--- config.mk ---
export PLATFORM = sky130hd
export DESIGN_NAME = event_flag_waiter_unit_flat
export DESIGN_NICKNAME = d
export VERILOG_FILES = /design/src/rtl/core/evfw_pkg.sv /design/src/rtl/core/evfw_if.sv /design/src/rtl/core/evfw_ctrl.sv /design/src/rtl/core/evfw_dp.sv /design/src/rtl/core/event_flag_waiter_unit.sv /design/src/flat_wrapper.sv
export SDC_FILE = /design/constraint.sdc
export NUM_CORES = 1
export LEC_CHECK = 0
export ABC_CLOCK_PERIOD_IN_PS = 3300
export BUFFER_PORTS_ARGS = -buffer_cell sky130_fd_sc_hd__buf_2
export CAP_MARGIN = 20
export CORE_UTILIZATION = 61
export DETAILED_ROUTE_END_ITERATION = 7
export PLACE_DENSITY = 0.91
export SYNTH_ARGS = -nofsm -noshare
export SYNTH_HDL_FRONTEND = slang
export SYNTH_SLANG_ARGS = --single-unit
--- constraint.sdc ---
create_clock -name clk_i -period 3.3 [get_ports clk_i]
set_input_delay 0.165 -clock clk_i [delete_from_list [all_inputs] [get_ports clk_i]]
set_output_delay 0.165 -clock clk_i [all_outputs]
set_load 0.05 [all_outputs]
--- src/rtl/core/evfw_pkg.sv ---
// Shared types, codes and defaults for the event flag waiter unit.
package evfw_pkg;

  localparam int unsigned DepthDefault  = 16;
  localparam int unsigned IdBitsDefault = 8;
  localparam int unsigned CfgIdxBits    = 4;

  typedef enum logic [1:0] {
    OP_WAIT  = 2'd0,
    OP_SET   = 2'd1,
    OP_CLEAR = 2'd2
  } op_e;

  typedef enum logic [2:0] {
    KIND_PASSED   = 3'd0,
    KIND_QUEUED   = 3'd1,
    KIND_FULL     = 3'd2,
    KIND_RELEASED = 3'd3,
    KIND_SET      = 3'd4,
    KIND_CLEAR    = 3'd5
  } kind_e;

  typedef enum logic [CfgIdxBits-1:0] {
    CFG_AUTO_CLEAR    = 4'd0,
    CFG_INIT_SIGNALED = 4'd1
  } cfg_reg_e;

  typedef enum logic [1:0] {
    ST_IDLE,
    ST_DRAIN,
    ST_FIN
  } state_e;

  // controller to datapath
  typedef struct packed {
    logic exec;  // execute the accepted request
    logic pop;   // release the front waiter
    logic fin;   // emit the closing set status
  } cmd_t;

  // datapath to controller
  typedef struct packed {
    logic signaled;
    logic auto_clear;
    logic count_zero;
    logic one_left;
    logic slot_free;
  } status_t;

endpackage

--- src/rtl/core/evfw_if.sv ---
// Channel interfaces: request, response and configuration write.
interface evfw_req_if #(
  parameter int unsigned IdBits = evfw_pkg::IdBitsDefault
);
  logic              valid;
  logic              ready;
  logic [1:0]        operation;
  logic [IdBits-1:0] task_id;

  modport source (output valid, operation, task_id, input ready);
  modport sink (input valid, operation, task_id, output ready);
endinterface

interface evfw_rsp_if #(
  parameter int unsigned IdBits = evfw_pkg::IdBitsDefault
);
  logic              valid;
  logic              ready;
  logic [2:0]        kind;
  logic [IdBits-1:0] released_task;
  logic              success;
  logic              last;

  modport source (output valid, kind, released_task, success, last, input ready);
  modport sink (input valid, kind, released_task, success, last, output ready);
endinterface

interface evfw_cfg_if;
  logic                            valid;
  logic                            ready;
  logic [evfw_pkg::CfgIdxBits-1:0] index;
  logic                            data;

  modport source (output valid, index, data, input ready);
  modport sink (input valid, index, data, output ready);
endinterface

--- src/rtl/core/evfw_ctrl.sv ---
// Controller: sequences request execution and the waiter release drain.
module evfw_ctrl (
  input  logic              clk_i,
  input  logic              rst_ni,
  input  logic              in_valid_i,
  input  logic [1:0]        operation_i,
  input  evfw_pkg::status_t st_i,
  output logic              in_ready_o,
  output evfw_pkg::cmd_t    cmd_o
);
  import evfw_pkg::*;

  state_e state_q, state_d;

  always_ff @(posedge clk_i or negedge rst_ni) begin
    if (!rst_ni) begin
      state_q <= ST_IDLE;
    end else begin
      state_q <= state_d;
    end
  end

  always_comb begin
    state_d    = state_q;
    cmd_o      = '0;
    in_ready_o = 1'b0;
    unique case (state_q)
      ST_IDLE: begin
        in_ready_o = st_i.slot_free;
        cmd_o.exec = in_valid_i && st_i.slot_free;
        // a set with waiters and a clear flag goes on to release them (only the front one in auto mode)
        if (cmd_o.exec && operation_i == OP_SET && !st_i.signaled && !st_i.count_zero) begin
          state_d = ST_DRAIN;
        end
      end
      ST_DRAIN: begin
        cmd_o.pop = st_i.slot_free;
        if (cmd_o.pop && (st_i.auto_clear || st_i.one_left)) begin
          state_d = ST_FIN;
        end
      end
      ST_FIN: begin
        cmd_o.fin = st_i.slot_free;
        if (cmd_o.fin) begin
          state_d = ST_IDLE;
        end
      end
      default: begin
        state_d = ST_IDLE;
      end
    endcase
  end

  assert property (@(posedge clk_i) disable iff (!rst_ni)
    $onehot0({cmd_o.exec, cmd_o.pop, cmd_o.fin}))
    else $error("more than one datapath command at once");

  assert property (@(posedge clk_i) disable iff (!rst_ni)
    (state_q == ST_FIN && st_i.slot_free) |=> state_q == ST_IDLE)
    else $error("closing status did not return to idle");

  assert property (@(posedge clk_i) disable iff (!rst_ni)
    (cmd_o.pop && !st_i.auto_clear && !st_i.one_left) |=> state_q == ST_DRAIN)
    else $error("broadcast left waiters behind");

endmodule

--- src/rtl/core/evfw_dp.sv ---
// Datapath: flag, mode registers, waiter queue memory and response register.
module evfw_dp #(
  parameter int unsigned Depth  = evfw_pkg::DepthDefault,
  parameter int unsigned IdBits = evfw_pkg::IdBitsDefault
) (
  input  logic                          clk_i,
  input  logic                          rst_ni,
  input  evfw_pkg::cmd_t                cmd_i,
  input  logic [1:0]                    operation_i,
  input  logic [IdBits-1:0]             task_id_i,
  input  logic                          cfg_we_i,
  input  logic [evfw_pkg::CfgIdxBits-1:0] cfg_index_i,
  input  logic                          cfg_data_i,
  input  logic                          rsp_ready_i,
  output logic                          rsp_valid_o,
  output evfw_pkg::kind_e               rsp_kind_o,
  output logic [IdBits-1:0]             rsp_task_o,
  output logic                          rsp_success_o,
  output logic                          rsp_last_o,
  output evfw_pkg::status_t             st_o
);
  import evfw_pkg::*;

  localparam int unsigned PtrW = $clog2(Depth);
  localparam int unsigned CntW = $clog2(Depth + 1);
  localparam int unsigned SumW = PtrW + 1;

  logic [IdBits-1:0] mem [Depth];
  logic [IdBits-1:0] rd_q;

  logic              auto_q, auto_d;
  logic              init_q, init_d;
  logic              sig_q, sig_d;
  logic [PtrW-1:0]   head_q, head_d;
  logic [CntW-1:0]   cnt_q, cnt_d;

  logic              out_valid_q, out_valid_d;
  kind_e             out_kind_q, out_kind_d;
  logic [IdBits-1:0] out_task_q, out_task_d;
  logic              out_ok_q, out_ok_d;
  logic              out_last_q, out_last_d;

  logic              slot_free, load, we, full;
  logic [SumW-1:0]   tail_sum;
  logic [PtrW-1:0]   tail, head_inc, rd_addr;

  assign slot_free = !out_valid_q || rsp_ready_i;
  assign full      = (cnt_q == CntW'(Depth));
  assign tail_sum  = SumW'(head_q) + SumW'(cnt_q);
  assign tail      = (tail_sum >= SumW'(Depth)) ? PtrW'(tail_sum - SumW'(Depth))
                                                : PtrW'(tail_sum);
  assign head_inc  = (head_q == PtrW'(Depth - 1)) ? '0 : head_q + 1'b1;
  // read ahead the next front entry while popping
  assign rd_addr   = cmd_i.pop ? head_inc : head_q;

  always_comb begin
    auto_d     = auto_q;
    init_d     = init_q;
    sig_d      = sig_q;
    head_d     = head_q;
    cnt_d      = cnt_q;
    we         = 1'b0;
    load       = 1'b0;
    out_kind_d = out_kind_q;
    out_task_d = '0;
    out_ok_d   = 1'b0;
    out_last_d = 1'b1;
    if (cfg_we_i && (cfg_index_i == CFG_AUTO_CLEAR || cfg_index_i == CFG_INIT_SIGNALED)) begin
      if (cfg_index_i == CFG_AUTO_CLEAR) begin
        auto_d = cfg_data_i;
      end else begin
        init_d = cfg_data_i;
      end
      sig_d  = (cfg_index_i == CFG_INIT_SIGNALED) ? cfg_data_i : init_q;
      head_d = '0;
      cnt_d  = '0;
    end else if (cmd_i.exec) begin
      unique case (operation_i)
        OP_WAIT: begin
          load = 1'b1;
          if (sig_q) begin
            if (auto_q) begin
              sig_d = 1'b0;
            end
            out_kind_d = KIND_PASSED;
          end else if (!full) begin
            we         = 1'b1;
            cnt_d      = cnt_q + 1'b1;
            out_kind_d = KIND_QUEUED;
          end else begin
            out_kind_d = KIND_FULL;
          end
        end
        OP_SET: begin
          if (sig_q) begin
            load       = 1'b1;
            out_kind_d = KIND_SET;
          end else if (cnt_q == '0) begin
            load       = 1'b1;
            sig_d      = 1'b1;
            out_kind_d = KIND_SET;
            out_ok_d   = 1'b1;
          end else if (!auto_q) begin
            sig_d = 1'b1;
          end
        end
        OP_CLEAR: begin
          load       = 1'b1;
          sig_d      = 1'b0;
          out_kind_d = KIND_CLEAR;
          out_ok_d   = sig_q;
        end
        default: begin
          load = 1'b0;
        end
      endcase
    end else if (cmd_i.pop) begin
      load       = 1'b1;
      head_d     = head_inc;
      cnt_d      = cnt_q - 1'b1;
      out_kind_d = KIND_RELEASED;
      out_task_d = rd_q;
      out_last_d = 1'b0;
    end else if (cmd_i.fin) begin
      load       = 1'b1;
      out_kind_d = KIND_SET;
      out_ok_d   = 1'b1;
    end
    out_valid_d = load || (out_valid_q && !rsp_ready_i);
  end

  always_ff @(posedge clk_i or negedge rst_ni) begin
    if (!rst_ni) begin
      auto_q      <= 1'b0;
      init_q      <= 1'b0;
      sig_q       <= 1'b0;
      head_q      <= '0;
      cnt_q       <= '0;
      out_valid_q <= 1'b0;
    end else begin
      auto_q      <= auto_d;
      init_q      <= init_d;
      sig_q       <= sig_d;
      head_q      <= head_d;
      cnt_q       <= cnt_d;
      out_valid_q <= out_valid_d;
    end
  end

  // response payload, loaded only when a new result enters
  always_ff @(posedge clk_i) begin
    if (load) begin
      out_kind_q <= out_kind_d;
      out_task_q <= out_task_d;
      out_ok_q   <= out_ok_d;
      out_last_q <= out_last_d;
    end
  end

  always_ff @(posedge clk_i) begin
    if (we) begin
      mem[tail] <= task_id_i;
    end
    rd_q <= mem[rd_addr];
  end

  assign rsp_valid_o   = out_valid_q;
  assign rsp_kind_o    = out_kind_q;
  assign rsp_task_o    = out_task_q;
  assign rsp_success_o = out_ok_q;
  assign rsp_last_o    = out_last_q;

  assign st_o.signaled   = sig_q;
  assign st_o.auto_clear = auto_q;
  assign st_o.count_zero = (cnt_q == '0);
  assign st_o.one_left   = (cnt_q == CntW'(1));
  assign st_o.slot_free  = slot_free;

  assert property (@(posedge clk_i) disable iff (!rst_ni)
    cnt_q <= CntW'(Depth))
    else $error("waiter count beyond queue depth");

  assert property (@(posedge clk_i) disable iff (!rst_ni)
    cmd_i.pop |-> cnt_q != '0)
    else $error("release from an empty queue");

  assert property (@(posedge clk_i) disable iff (!rst_ni)
    (cmd_i.exec || cmd_i.pop || cmd_i.fin) |-> slot_free)
    else $error("result overwrote a pending response");

endmodule

--- src/rtl/core/event_flag_waiter_unit.sv ---
// Top level of the event flag waiter unit: controller plus datapath.
//
//  channel | dir | payload                                   | handshake
//  req_i   | in  | operation[1:0], task_id[IdBits-1:0]       | valid/ready
//  rsp_o   | out | kind[2:0], released_task, success, last   | valid/ready
//  cfg_i   | in  | index[3:0], data                          | valid/ready, ready tied high
//
// Wait, clear and a set that releases nobody load their response when taken; a request is taken only when
// the response register is empty or its result transfers in the same cycle.
// A releasing set holds off requests until its releases and the closing set status are out:
// all waiters in manual mode, only the front one in auto mode; one release per cycle unless stalled.
// Reset clears flag, mode registers and queue pointers; no clearing pass is run.
// A stalled response holds the drain in place without losing the read-ahead entry.
module event_flag_waiter_unit #(
  parameter int unsigned WaiterDepth = evfw_pkg::DepthDefault,
  parameter int unsigned TaskIdBits  = evfw_pkg::IdBitsDefault
) (
  input logic         clk_i,
  input logic         rst_ni,
  evfw_req_if.sink    req_i,
  evfw_rsp_if.source  rsp_o,
  evfw_cfg_if.sink    cfg_i
);
  import evfw_pkg::*;

  cmd_t    cmd;
  status_t st;
  kind_e   kind;
  logic    in_ready;

  evfw_ctrl u_ctrl (
    .clk_i       (clk_i),
    .rst_ni      (rst_ni),
    .in_valid_i  (req_i.valid),
    .operation_i (req_i.operation),
    .st_i        (st),
    .in_ready_o  (in_ready),
    .cmd_o       (cmd)
  );

  evfw_dp #(
    .Depth  (WaiterDepth),
    .IdBits (TaskIdBits)
  ) u_dp (
    .clk_i         (clk_i),
    .rst_ni        (rst_ni),
    .cmd_i         (cmd),
    .operation_i   (req_i.operation),
    .task_id_i     (req_i.task_id),
    .cfg_we_i      (cfg_i.valid),
    .cfg_index_i   (cfg_i.index),
    .cfg_data_i    (cfg_i.data),
    .rsp_ready_i   (rsp_o.ready),
    .rsp_valid_o   (rsp_o.valid),
    .rsp_kind_o    (kind),
    .rsp_task_o    (rsp_o.released_task),
    .rsp_success_o (rsp_o.success),
    .rsp_last_o    (rsp_o.last),
    .st_o          (st)
  );

  assign req_i.ready = in_ready;
  assign rsp_o.kind  = kind;
  assign cfg_i.ready = 1'b1;

endmodule
--- src/flat_wrapper.sv ---
// flat-port wrapper written by rule: the top's interface ports become plain ports
module event_flag_waiter_unit_flat import evfw_pkg::*;
#(
  parameter int unsigned WaiterDepth = evfw_pkg::DepthDefault,
  parameter int unsigned TaskIdBits  = evfw_pkg::IdBitsDefault
)
  (clk_i, rst_ni, req_i_valid, req_i_operation, req_i_task_id, req_i_ready, rsp_o_valid, rsp_o_kind, rsp_o_released_task, rsp_o_success, rsp_o_last, rsp_o_ready, cfg_i_valid, cfg_i_index, cfg_i_data, cfg_i_ready);
  evfw_req_if req_i_i ();
  evfw_rsp_if rsp_o_i ();
  evfw_cfg_if cfg_i_i ();
  input logic clk_i;
  input logic rst_ni;
  input wire logic [$bits(req_i_i.valid)-1:0] req_i_valid;
  input wire logic [$bits(req_i_i.operation)-1:0] req_i_operation;
  input wire logic [$bits(req_i_i.task_id)-1:0] req_i_task_id;
  output wire logic [$bits(req_i_i.ready)-1:0] req_i_ready;
  output wire logic [$bits(rsp_o_i.valid)-1:0] rsp_o_valid;
  output wire logic [$bits(rsp_o_i.kind)-1:0] rsp_o_kind;
  output wire logic [$bits(rsp_o_i.released_task)-1:0] rsp_o_released_task;
  output wire logic [$bits(rsp_o_i.success)-1:0] rsp_o_success;
  output wire logic [$bits(rsp_o_i.last)-1:0] rsp_o_last;
  input wire logic [$bits(rsp_o_i.ready)-1:0] rsp_o_ready;
  input wire logic [$bits(cfg_i_i.valid)-1:0] cfg_i_valid;
  input wire logic [$bits(cfg_i_i.index)-1:0] cfg_i_index;
  input wire logic [$bits(cfg_i_i.data)-1:0] cfg_i_data;
  output wire logic [$bits(cfg_i_i.ready)-1:0] cfg_i_ready;
  assign req_i_i.valid = req_i_valid;
  assign req_i_i.operation = req_i_operation;
  assign req_i_i.task_id = req_i_task_id;
  assign req_i_ready = req_i_i.ready;
  assign rsp_o_valid = rsp_o_i.valid;
  assign rsp_o_kind = rsp_o_i.kind;
  assign rsp_o_released_task = rsp_o_i.released_task;
  assign rsp_o_success = rsp_o_i.success;
  assign rsp_o_last = rsp_o_i.last;
  assign rsp_o_i.ready = rsp_o_ready;
  assign cfg_i_i.valid = cfg_i_valid;
  assign cfg_i_i.index = cfg_i_index;
  assign cfg_i_i.data = cfg_i_data;
  assign cfg_i_ready = cfg_i_i.ready;
  event_flag_waiter_unit #(.WaiterDepth(WaiterDepth), .TaskIdBits(TaskIdBits)) u_core (.clk_i(clk_i), .rst_ni(rst_ni), .req_i(req_i_i), .rsp_o(rsp_o_i), .cfg_i(cfg_i_i));
endmodule
# Word level (Yosys, flattened, before mapping)
# Memories as Yosys holds them, arrays and structs flattened. A register that Yosys moved wholly into a read port is not among the register bits.
# Cells that the tools add are included.
[op_classes]
add_sub_neg = 5
n_lt_le_gt_ge = 1
n_eq_ne = 17
muxes = 54
bitwise = 3
n_reduce_logical = 32
[ops]
columns = ["operator", "count"]
rows = [
  ["5-bit 2-to-1 mux", 6],
  ["1-bit 2-to-1 mux", 28],
  ["4-bit 2-to-1 mux", 5],
  ["3-bit 2-to-1 mux", 5],
  ["2-bit 2-to-1 mux", 5],
  ["3-bit != test, second input constant", 3],
  ["3-bit case mux with 3 select lines", 1],
  ["2-bit != test, second input constant", 4],
  ["4-bit != test, second input constant", 2],
  ["1-bit logical AND", 7],
  ["2-bit case mux with 3 select lines", 1],
  ["2-bit AND reduction", 3],
  ["3-bit nonzero test", 2],
  ["4-bit by 5-bit adder with 5-bit output", 1],
  ["5-bit by 1-bit adder with 5-bit output, second input constant", 1],
  ["5-bit by 1-bit equality test with 1-bit output, second input constant", 1],
  ["5-bit equality test, second input constant", 1],
  ["5-bit greater-or-equal comparator, second input constant", 1],
  ["5-bit logical NOT", 1],
  ["5-bit AND reduction", 1],
  ["5-bit by 1-bit subtractor with 5-bit output, second input constant", 1],
  ["4-bit by 1-bit adder with 4-bit output, second input constant", 1],
  ["2-bit by 1-bit equality test with 1-bit output, second input constant", 2],
  ["2-bit equality test, second input constant", 2],
  ["other kinds (16)", 27],
]
[word_totals]
reg_bits = 28
ram_bits = 128
in_bits = 20
output_inout_bits = 16
wordCells = 124
n_memories = 1
[mem_list]
columns = ["memory", "depth", "word_bits", "rd", "rd_ports_with_merged_regs", "wr", "line", "source"]
rows = [
  ["u_core.u_dp.mem", 16, 8, 1, 1, 1, "evfw_dp.sv:28", "logic [IdBits-1:0] mem [Depth];"],
]

# Depth between registers and ports, before layout
# Gate-level depths: netlist (run 1).
[logic_depth]
depth_word = 8
ltp_mapped = 10
ltp_nobuf = 8

# Cells and area by module
# From an unflattened synthesis (run 1), not the netlist that was laid out.
[unflattened]
hier_cells = 439
area_unflattened_um2 = 7467.2
[by_module_without_submodules]
columns = ["mod", "instances", "cells_per_inst", "area_per_inst_um2", "seq_area_each_um2"]
rows = [
  ["evfw_dp", 1, 423, 7307.0, 4719.5],
  ["evfw_ctrl", 1, 14, 148.9, 50.0],
  ["event_flag_waiter_unit", 1, 2, 11.3, 0.0],
]

# Worst setup path after synthesis (run 1)
# No wires, ideal clock.
[synth_path]
path_kind = "register to register"
startpoint = "register u_core.u_dp.out_valid_q, in the netlist u_core.u_dp.rsp_valid_o"
endpoint = "memory u_core.u_dp.mem[0][0] in the netlist's numbering (enable)"
setup_time_ps = 370
arrival_ps = 2305
required_ps = 2930
slack_ps = 624
stages_incl_launch_ff = 8
n_path_buf = 2
synth_period_minus_slack_ps = 2676
cell_sequence = "dfrtp_1 -> nand2b_1 -> buf_2 -> and3_1 -> clkbuf_1 -> nand4_1 -> or3_1 -> nor2_1"
[synth_via]
elab_chain_len = 8
[synth_rtl]
columns = ["item", "line", "source"]
rows = [
  ["start, declared", "evfw_dp.sv:37", "logic out_valid_q, out_valid_d;"],
  ["start signal, assigned", "evfw_dp.sv:146", "out_valid_q <= out_valid_d;"],
  ["1-bit logical NOT", "evfw_dp.sv:47", "assign slot_free = !out_valid_q || rsp_ready_i;"],
  ["1-bit logical OR", "evfw_dp.sv:47", ""],
  ["1-bit logical AND", "evfw_ctrl.sv:30", "cmd_o.exec = in_valid_i && st_i.slot_free;"],
  ["1-bit 2-to-1 mux", "evfw_ctrl.sv:27", "unique case (state_q)"],
  ["1-bit 2-to-1 mux", "evfw_dp.sv:77", "end else if (cmd_i.exec) begin"],
  ["1-bit 2-to-1 mux", "evfw_dp.sv:68", "if (cfg_we_i && (cfg_index_i == CFG_AUTO_CLEAR || cfg_index_i == CFG_INIT_SIGNALED)) begin"],
  ["1-bit 2-to-1 mux", "evfw_dp.sv:161", "if (we) begin"],
  ["1-bit 2-to-1 mux (implied by the code)", "evfw_dp.sv:162", "mem[tail] <= task_id_i;"],
  ["end, declared", "evfw_dp.sv:28", ""],
]
# No other way between the ends.

# Worst setup path in the final report (run 1)
[layout_path]
startpoint = "register u_core.u_dp.out_valid_q, in the netlist u_core.u_dp.rsp_valid_o"
endpoint = "memory u_core.u_dp.mem[6][0] in the netlist's numbering (enable)"
# The elaborated chain is that of the path after synthesis.

==> run metrics, run 1 <==
status=complete, no violations; skew final=0.00904 ns; DR pass1 iterations=5; antenna violations before repair=0; reg2reg setup slack=0.24 ns; crit start category=register; Worst EP arrival=3.11 ns; DRC=0; Wirelength per Cell=24.1 µm; setup_tns=0 ns; grt met2 use=0.467; Internal=roughly 4.7 mW; GRT overflow=0; Max Slew Vio Count=0; Worst Path Class, Setup=reg2reg; die height=roughly 110 µm; Top-Level Pins=36; number of synthesized flops with an enable pin=141; post-route clock period utilization=0.928; Syn Nets=475; post-synth cell types=49; Syn Inst Count=442; Comb power frac=0.366; crit end category=register; net switching power=2.71 mW; Worst EP required=roughly 3.3 ns; Clock Latency Late Sink=0.43 ns; worst-margin pin slew=a little over 1 ns; Pwr Density=941 mW/mm²; CTS tree=done; Peak VDD IR=0.000912 V; hold violation total from the final report=0; clk slew on worst S/H paths=0.07 ns; antenna viol nets, final=0; initial drt markers=roughly 470; gpl congestion=0.947; DP Cell Count=about 600; GR Util met1=0.357; sequential share of power=0.371; row count=38; crit-path max FO=10; most common cell after layout, fill and taps aside=edfxtp_1; final wirelength=15.6 mm; Pleak=2.88 nW; Synth top area share=0.613; max cap viols=0; most frequent cells in the layout=141 x edfxtp_1, 40 x nor2_1, 37 x mux2i_1; Nets=526; Final Setup Violations=0; FMAX=about 330 MHz; H-tree Lvls=4; P&R area growth vs syn=13.6%; Synth Cell Area=0.00691 mm²; Clock Sinks=164; Die X=between 100 and 150 µm; IO Port Bufs=34; vias per inst=roughly 6.6; switch share=0.367; Async SR Flop Fraction=0.0915; Initial Utilization=0.632; global-route wire length before repair=23.5 mm; layout cell share with drive strength beyond 1=0.194; post-synth top area cell=edfxtp_1; total CTS buffers=17; largest net degree at the start of global routing=34; Finished Layout Cells=646; DR vias=4,266; number of global-route vias before repair=4,212; min cycle time layout=3.06 ns; clock share of power=0.263; HPWL after DPL=between 9 and 10 mm; die area=0.0118 mm²; Power Total=7.39 mW; core area=0.0109 mm²; Mapped Avg Cell Area=15.6 µm²; Main synth FF type=edfxtp_1; most used routing layer in global routing=met2; Antenna Cells=0; main area contributors after synthesis=edfxtp_1 61%, dfrtp_1 5.4%, mux2i_1 5.4%, mux4_2 4.9%, dfxtp_1 2.3%; clock root buffer=clkbuf_16; fin util=0.718; Tot GR Track Use=0.287; Syn. warnings=0; RSZ-0062 raised after global routing=no; postcts setup bufs=0; HP Class=in2reg; Worst slew margin=0.319; post-synthesis register bit count=164; CTS max path bufs=2; register area share after synthesis=0.690; GR Layer Usage met3=0.0747
==> power by group through the flow <==
stage	Combinational (mW)	Sequential, mW	Clock, mW
after global placement	2.50	2.76	0
final	2.71	2.74	1.94
after detailed placement	2.58	2.77	0
after floorplan	1.88	2.91	0
after global routing	2.88	2.76	2.03
after CTS	2.67	2.73	1.95
==> worst paths after layout <==
kind / startpoint / end / cells after the start
min: cfg_i_data / u_core.u_dp.auto_q / 2
min reg2reg: u_core.u_dp.init_q / u_core.u_dp.init_q / 1
min in group asynchronous: rst_ni / u_core.u_dp.sig_q / 2
max: u_core.u_dp.rsp_valid_o / u_core.u_dp.mem[6][0] / 7
max in group asynchronous: rst_ni / u_core.u_dp.head_q[3] / 2
max reg2reg: u_core.u_dp.rsp_valid_o / u_core.u_dp.mem[6][0] / 7
==> worst max-delay path: stages, from the launching register on <==
cell      delay (ns)
dfrtp_1         0.41
nand2b_1        0.18
buf_4           0.18
and3_1          0.39
nand4_1         0.30
nor2_1          0.23
nand2_1         0.18
nor2_1          0.81
==> repair_timing <==
| item | in CTS | in global routing |
|---|---|---|
| resized for setup | 0 | 0 |
| endpoints found under the hold margin | 15 | 0 |
| hold buffers | 1 | 0 |
==> per-stage QoR <==
stage          hold slack (ns)  instance area (µm²)  setup slack [ns]
2_1_floorplan           -0.131                 6910             0.624
3_3_place_gp            0.0994                 7260             0.527
3_5_place_dp             0.102                 7260             0.445
4_1_cts                 0.0151                 7850             0.312
5_1_grt                 0.0184                 7850            0.0591
6_report                0.0237                 7850             0.238
==> cell usage after synthesis, types with 2 or more instances <==
cell and count:
ha_1 12, nor2_1 40, dfrtp_1 15, o21ai_0 7, or3_1 5, a2111o_1 8
a31oi_1 4, xor2_1 2, nor3_1 4, xnor2_1 8, and3_1 10, a21oi_1 12
nand2b_1 3, nor4b_1 2, mux4_2 15, or4_1 2, nand4_1 5, nand2_1 23
and2_0 6, mux2_2 4, inv_1 7, buf_2 5, edfxtp_1 141, buf_6 3
dfxtp_1 8, mux2i_1 37, clkbuf_1 7, nand3_1 7, a311oi_1 2, o22ai_1 17
and2_1 3
==> area by class of cell <==
class,instances,area [µm²]
flip-flops and latches,164,4770
clock buffers,18,429
fillers,638,3080
well taps,140,175
repair buffers,49,298
inverters,7,26.3
clock inverters,14,151
multi-input cells,254,2000
==> flip-flops by register name, indices dropped and copies added (netlist names) <==
register                   cells
u_core.u_dp.rsp_valid_o        1
u_core.u_dp.auto_q             1
u_core.u_dp.rd_q               8
u_core.u_dp.cnt_q              5
u_core.u_dp.rsp_kind_o         3
u_core.u_dp.rsp_last_o         1
u_core.u_dp.sig_q              1
u_core.u_dp.mem              128
u_core.u_ctrl.state_q          2
u_core.u_dp.rsp_success_o      1
u_core.u_dp.head_q             4
u_core.u_dp.init_q             1
u_core.u_dp.rsp_task_o         8
==> per-layer routing <==
| layer | vias to the layer above | routed length [µm] |
|---|---|---|
| li1 | 1824 | - |
| met4 | 0 | 656 |
| met5 | - | 0 |
| met1 | 2067 | 5660 |
| met2 | 317 | 7610 |
| met3 | 58 | 1640 |
==> kinds of logic after synthesis <==
group,synth area share
multiplexers,0.113
AO/OA/AOI/OAI,0.0572
XOR/XNOR,0.0127
other,0.000543
flip-flops,0.690
AND/OR/NAND/NOR,0.0820
adder cells (fa/ha/maj),0.0246
buffers and inverters,0.0201
No activity file was read; power rests on OpenSTA's default activity.
==> run 2, diff against run 1 <==
Settings changed: ABC_AREA from default to 1.
==> run 2 against run 1 <==
  * Global-route usage up 0.70 points
  * Sequential share of layout area down 4.8 points
  * Area after synthesis up 12%
  * Sequential cell count unchanged
  * Clock power down 3%
  * Maximum frequency up 12%
  * Combinational power up 44%
  * Synthesized cell count up 70%
  * Critical path type unchanged
  * Largest power group is now combinational cells
  * Final area up 8.6%
  * Die area up 12%
==> run metrics, run 2 <==
status=complete, no violations; CTS tree=done; Final Setup Violations=0 (unchanged); FMAX=366 MHz (+12%); HPWL after DPL=10.8 mm (+11%); fin util=0.698 (-0.0197); Max Slew Vio Count=0 (unchanged); CTS max path bufs=2 (unchanged); gpl congestion=0.899 (-5.0%); largest net degree at the start of global routing=65 (+91%); register area share after synthesis=0.616 (-0.0737); Clock Sinks=164 (unchanged); DRC=0 (unchanged); hold violation total from the final report=0 (unchanged); RSZ-0062 raised after global routing=no; crit start category=register; H-tree Lvls=4 (unchanged); setup_tns=0 ns (unchanged); WHS Path Cells=3 (+1); Worst Path Class, Setup=reg2reg; antenna violations before repair=0 (unchanged); post-synth cell types=43 (-12%); Tot GR Track Use=0.294 (+0.00696); clock root buffer=clkbuf_16; Synth Cell Area=0.00774 mm² (+12%); count leader, synth=nand3_1; Synth top area share=0.547 (-0.0655); Pleak=3.65 nW (+27%); Hold Buf Count CTS=1 (unchanged); postcts setup bufs=0 (unchanged); register area=0.00477 mm² (unchanged); core area=0.0122 mm² (+12%); most frequent cells in the layout=164 x nand3_1, 141 x edfxtp_1, 129 x inv_1; Top-Level Pins=36 (unchanged); post-synthesis register bit count=164 (unchanged); max cap viols=0 (unchanged); number of global-route vias before repair=5,420 (+29%); reg-to-reg critical path endpoint=u_core.u_dp.mem[12][0]; commonest cells in the synthesized netlist=164 x nand3_1, 141 x edfxtp_1, 129 x inv_1, 118 x nand2_1, 36 x nor2_1; final wirelength=17.7 mm (+14%); Syn Inst Count=752 (+70%); Top reg by flops=u_core.u_dp.mem; HP Start=cfg_i_index[0]; Initial Utilization=0.634 (+0.00167); IO Port Bufs=34 (unchanged); Async SR Flop Fraction=0.0915 (unchanged); Syn. warnings=0 (unchanged); skew final=0.00778 ns (-0.00126 ns); Worst EP required=3.36 ns (+0.02 ns); number of synthesized flops with an enable pin=141 (unchanged); Mapped Avg Cell Area=10.3 µm² (-34%); Syn Nets=785 (+65%); Main synth FF type=edfxtp_1; antenna viol nets, final=0 (unchanged); Critical R2R Launch=u_core.u_dp.cnt_q[1]; row count=40 (+5.3%); post-route clock period utilization=0.827 (-0.101); Nets=811 (+54%); GRT overflow=0 (unchanged); area of the multi-input gates=0.00225 mm² (+12%); DR vias=5,581 (+31%); WHS Endpoint=u_core.u_dp.init_q; clk slew on worst S/H paths=0.07 ns (about the same); global-route wire length before repair=27.9 mm (+18%); Peak VDD IR=0.000747 V (-18%); crit end category=register; P&R area growth vs syn=10.2%; HP Class=in2reg; Die X=115 µm (+5.7%); total CTS buffers=17 (unchanged); max FFs per register=128 (unchanged); crit-path max FO=8 (-2); main area contributors after synthesis=edfxtp_1 55%, nand3_1 11%, inv_1 6.3%, nand2_1 5.7%, dfrtp_1 4.9%; Clock Latency Late Sink=0.43 ns (about the same); post-synth top area cell=edfxtp_1; layout cell share with drive strength beyond 1=0.119 (-0.0748); most common cell after layout, fill and taps aside=nand3_1; Antenna Cells=0 (unchanged); initial drt markers=975 (+110%); Pwr Density=1000 mW/mm² (+6.4%); Wirelength per Cell=18.5 µm (-23%); DR pass1 iterations=6 (+1); die area=0.0131 mm² (+12%); Worst EP arrival=2.79 ns (-0.32 ns); worst-margin pin slew=0.815 ns (-0.203 ns); Worst slew margin=0.456 (+0.137); Post-CTS Resized=0 (unchanged); fillers=835 (+31%); R2R depth=7 (unchanged); die height=115 µm (+5.7%); min cycle time layout=2.73 ns (-0.332 ns); reg2reg setup slack=0.57 ns (+0.33 ns); vias per inst=5.82 (-12%)
## run 2: cell type report
cell class | count | share of cell area
sequential | 164 | 0.559
tap | 168 | 0.0246
multi-input combinational | 420 | 0.263
timing repair buffer | 40 | 0.0270
inverter | 135 | 0.0594
clock inverter | 13 | 0.0157
clock buffer | 19 | 0.0508
## run 2: where the power goes
group,switching (mW),leakage (nW),internal (mW)
logic,2.81,1.85,1.10
clock network,0.782,0.270,1.11
registers,0.181,1.53,2.56
## run 2: stage by stage
| step | instances | hold WS [ns] | total power [mW] | setup WS (ns) | instance area [µm²] |
|---|---|---|---|---|---|
| global route | 959 | 0.0833 | 8.98 | 0.392 | 8530 |
| global placement | 926 | 0.0965 | 6.37 | 0.800 | 7950 |
| CTS | 959 | 0.0190 | 8.45 | 0.602 | 8530 |
| floorplan | 752 | -0.131 | 5.66 | 1.03 | 7740 |
| finish | 959 | 0.0389 | 8.54 | 0.570 | 8530 |
| detailed placement | 926 | 0.0994 | 6.47 | 0.666 | 7950 |
## run 2: cell families (layout without fill, tap and decap cells)
kind of cell / after synthesis / in the layout / synth area share
buffers and inverters: 168 / 207 / 0.0944
other: 1 / 1 / 0.000485
flip-flops: 164 / 164 / 0.616
adder cells (fa/ha/maj): 13 / 13 / 0.0220
XOR/XNOR: 9 / 9 / 0.0121
AO/OA/AOI/OAI: 28 / 28 / 0.0239
AND/OR/NAND/NOR: 369 / 369 / 0.231
## run 2: worst max path at each step
stage | startpoint | end | slack, ns
3_3_place_gp | u_core.u_ctrl.state_q[1] | u_core.u_dp.mem[12][7] | 0.80
6_report | u_core.u_dp.cnt_q[1] | u_core.u_dp.mem[12][0] | 0.57
4_1_cts | u_core.u_dp.cnt_q[1] | u_core.u_dp.mem[12][0] | 0.60
3_5_place_dp | u_core.u_ctrl.state_q[1] | u_core.u_dp.mem[12][6] | 0.67
5_1_grt | u_core.u_dp.cnt_q[1] | u_core.u_dp.mem[8][4] | 0.39
2_1_floorplan | u_core.u_dp.rsp_valid_o | u_core.u_dp.mem[0][0] | 1.03
## run 2: worst max-delay path, stage by stage (launching register included)
cell and delay (ns):
dfrtp_1 0.48, inv_1 0.14, ha_1 0.23, nand3_1 0.11
nand2_1 0.11, nor3_2 0.35, nand3_1 0.33, nor2_1 0.62
## run 2: per-layer routing
metal | wire (µm) | part of all wire | GRT usage | vias up
met5 | 0 | 0 | 0 | -
met4 | 774 | 0.044 | 0.166 | 0
met3 | 2010 | 0.11 | 0.0831 | 65
met2 | 8390 | 0.47 | 0.466 | 393
met1 | 6560 | 0.37 | 0.365 | 2566
li1 | - | - | - | 2557
==> run 3, diff against run 2 <==
Settings changed: ABC_CLOCK_PERIOD_IN_PS 3300 to 2400, CORE_UTILIZATION 61 to 55, PLACE_DENSITY 0.91 to 0.87.
Clock period 3.3 ns to 2.4 ns, I/O delays scaled along.
==> run 3 against run 2 <==
  * Die area increased by 11%
  * Utilization decreased by 5.0 points
  * Critical path depth rose by 1
  * Routed wire length down 5.9%
  * Clock-buffer cell count down 1
  * Via count fell by 0.52%
  * Hold slack improved by 0.019 ns
  * Final area rose by 2.7%
  * Sequential share of layout area shrank 1.5 points
  * Sequential power is 37% higher
  * Register-to-register slack worse by 0.40 ns
  * Critical endpoint is now u_core.u_dp.mem[14][4]
==> run metrics, run 3 (synthesis gave the netlist of run 2 again) <==
die area=0.0145 mm² (+11%); fillers=957 (+15%); max FFs per register=128 (unchanged); Final Cell Area=0.00876 mm² (+2.7%); Initial Utilization=0.573 (-0.0607); Top-Level Pins=36 (unchanged); R2R depth=8 (+1); Antenna Cells=0 (unchanged); H-tree Lvls=4 (unchanged); initial drt markers=712 (-27%); largest net degree at the start of global routing=65 (unchanged); gpl congestion=0.916 (+1.9%); Tot GR Track Use=0.244 (-0.0495); Worst path most repeated cell=nand3_1; dpl cell area=0.00815 mm² (+2.4%); Crit-path slowest cell=dfrtp_1; WP buf/inv=2 (+1); core area=0.0135 mm² (+11%); vias per inst=5.60 (-3.7%); final wirelength=16.7 mm (-5.9%); HPWL after DPL=10.8 mm (+0.60%); Pleak=3.79 nW (+3.6%); most common cell after layout, fill and taps aside=nand3_1; post-route clock period utilization=0.931 (+0.104); crit end category=register; Final Setup Violations=0 (unchanged); max cap viols=0 (unchanged); Worst EP required=2.53 ns (-0.83 ns); slowest stage delay, CP=0.45 ns (-0.17 ns); register area=0.00477 mm² (unchanged); FMAX=448 MHz (+22%); total CTS buffers=17 (unchanged); skew final=0.0108 ns (+0.00301 ns); Worst slew margin=0.631 (+0.174); row count=42 (+5.0%); setup_tns=0 ns (unchanged); DR vias=5,552 (-0.52%); WHS Path Cells=4 (+1); Die X=121 µm (+5.2%); Pwr Density=1320 mW/mm² (+32%); CTS max path bufs=2 (unchanged); GRT overflow=0 (unchanged); Worst path top cell family by delay=simple AND/OR/NAND/NOR gates; Clock Latency Late Sink=0.43 ns (about the same); Top reg by flops=u_core.u_dp.mem; antenna viol nets, final=0 (unchanged); postcts setup bufs=0 (unchanged); Crit path depth=8 (+1); critical path, cell by cell=inv_1 > ha_1 > nand3_1 > nand2_1 > nor3_4 > nand3_1 > nor2_1 > buf_4; RSZ-0062 raised after global routing=no; hold violation total from the final report=0 (unchanged); crit start category=register; layout cell share with drive strength beyond 1=0.148 (+0.0296); P&R area growth vs syn=13.2%; clock root buffer=clkbuf_16; Peak VDD IR=0.000981 V (+31%); die height=121 µm (+5.2%); global-route wire length before repair=26.0 mm (-6.6%); IO Port Bufs=34 (unchanged); DRC=0 (unchanged); HP Class=in2reg; CTS tree=done; status=complete, no violations; Wirelength per Cell=16.8 µm (-8.9%); worst-margin pin slew=0.553 ns (-0.262 ns); Clock Sinks=164 (unchanged); most frequent cells in the layout=161 x nand3_1, 141 x edfxtp_1, 129 x inv_1; Nets=835 (+3.0%); crit-path max FO=8 (unchanged); Worst EP arrival=2.36 ns (-0.43 ns); DR pass1 iterations=6 (unchanged); antenna violations before repair=0 (unchanged); number of global-route vias before repair=5,245 (-3.2%); Max Slew Vio Count=0 (unchanged); min cycle time layout=2.23 ns (-0.496 ns); area of the multi-input gates=0.00227 mm² (+0.95%); Worst Path Class, Setup=reg2reg; clk slew on worst S/H paths=0.06 ns (about the same)
==> run 3: cell count changes in the layout (fill, tap and decap cells not counted), sizes merged <==
| cell | previous run | this run |
|---|---|---|
| inv | 137 | 141 |
| bufinv | 2 | 0 |
| dlygate4sd3 | 1 | 4 |
| buf | 39 | 60 |
| clkbuf | 19 | 18 |
| clkinv | 6 | 5 |
==> run 3: what timing repair did <==
action,in CTS,in global routing
hold endpoints to repair,17,0
endpoints found under the setup margin,0,96
hold buffers,4,0
resized for setup,0,4
==> run 3: cell type report <==
type / instances / share of cell area
well taps: 176 / 0.0251
repair buffers: 64 / 0.0506
clock inverters: 14 / 0.0141
clock buffers: 18 / 0.0490
multi-input cells: 420 / 0.259
inverters: 135 / 0.0578
flip-flops and latches: 164 / 0.544
==> run 3: stage by stage <==
stage	util	setup slack, ns	hold WS (ns)	power (mW)	std cells
global route	0.649	0.0138	0.0691	12.2	991
finish	0.649	0.166	0.0581	11.6	991
global placement	0.603	0.232	0.0549	8.82	955
detailed placement	0.603	0.164	0.0623	8.96	955
CTS	0.647	0.163	0.0484	11.5	991
floorplan	-	0.126	-0.176	7.78	752
==> run 3: tightest hold or removal path, delay by kind of cell <==
kind          cells  cell delay (ns)
simple gates      2             0.16
buf+inv           2             0.16
==> run 3: per-layer routing <==
layer | vias up | share of wire | GRT usage
li1 | 2608 | - | -
met1 | 2554 | 0.39 | 0.318
met2 | 351 | 0.48 | 0.393
met3 | 39 | 0.10 | 0.0552
met4 | 0 | 0.022 | 0.109
met5 | - | 0 | 0
==> run 3: final timing paths <==
path | from | end | slack, ns
hold reg to reg | u_core.u_dp.rd_q[1] | u_core.u_dp.rsp_task_o[1] | 0.53
setup reg to reg | u_core.u_dp.cnt_q[1] | u_core.u_dp.mem[14][4] | 0.17
max in group asynchronous | rst_ni | u_core.u_dp.head_q[3] | 1.99
hold / removal | rsp_o_ready | u_core.u_dp.rsp_valid_o | 0.06
setup / recovery | u_core.u_dp.cnt_q[1] | u_core.u_dp.mem[14][4] | 0.17
min in group asynchronous | rst_ni | u_core.u_dp.head_q[2] | 0.14
==> run 3: power by group <==
part           switching, mW  internal [mW]  total, mW
clock                   1.16           1.36       2.51
combinational           3.72           1.60       5.32
sequential             0.233           3.52       3.76
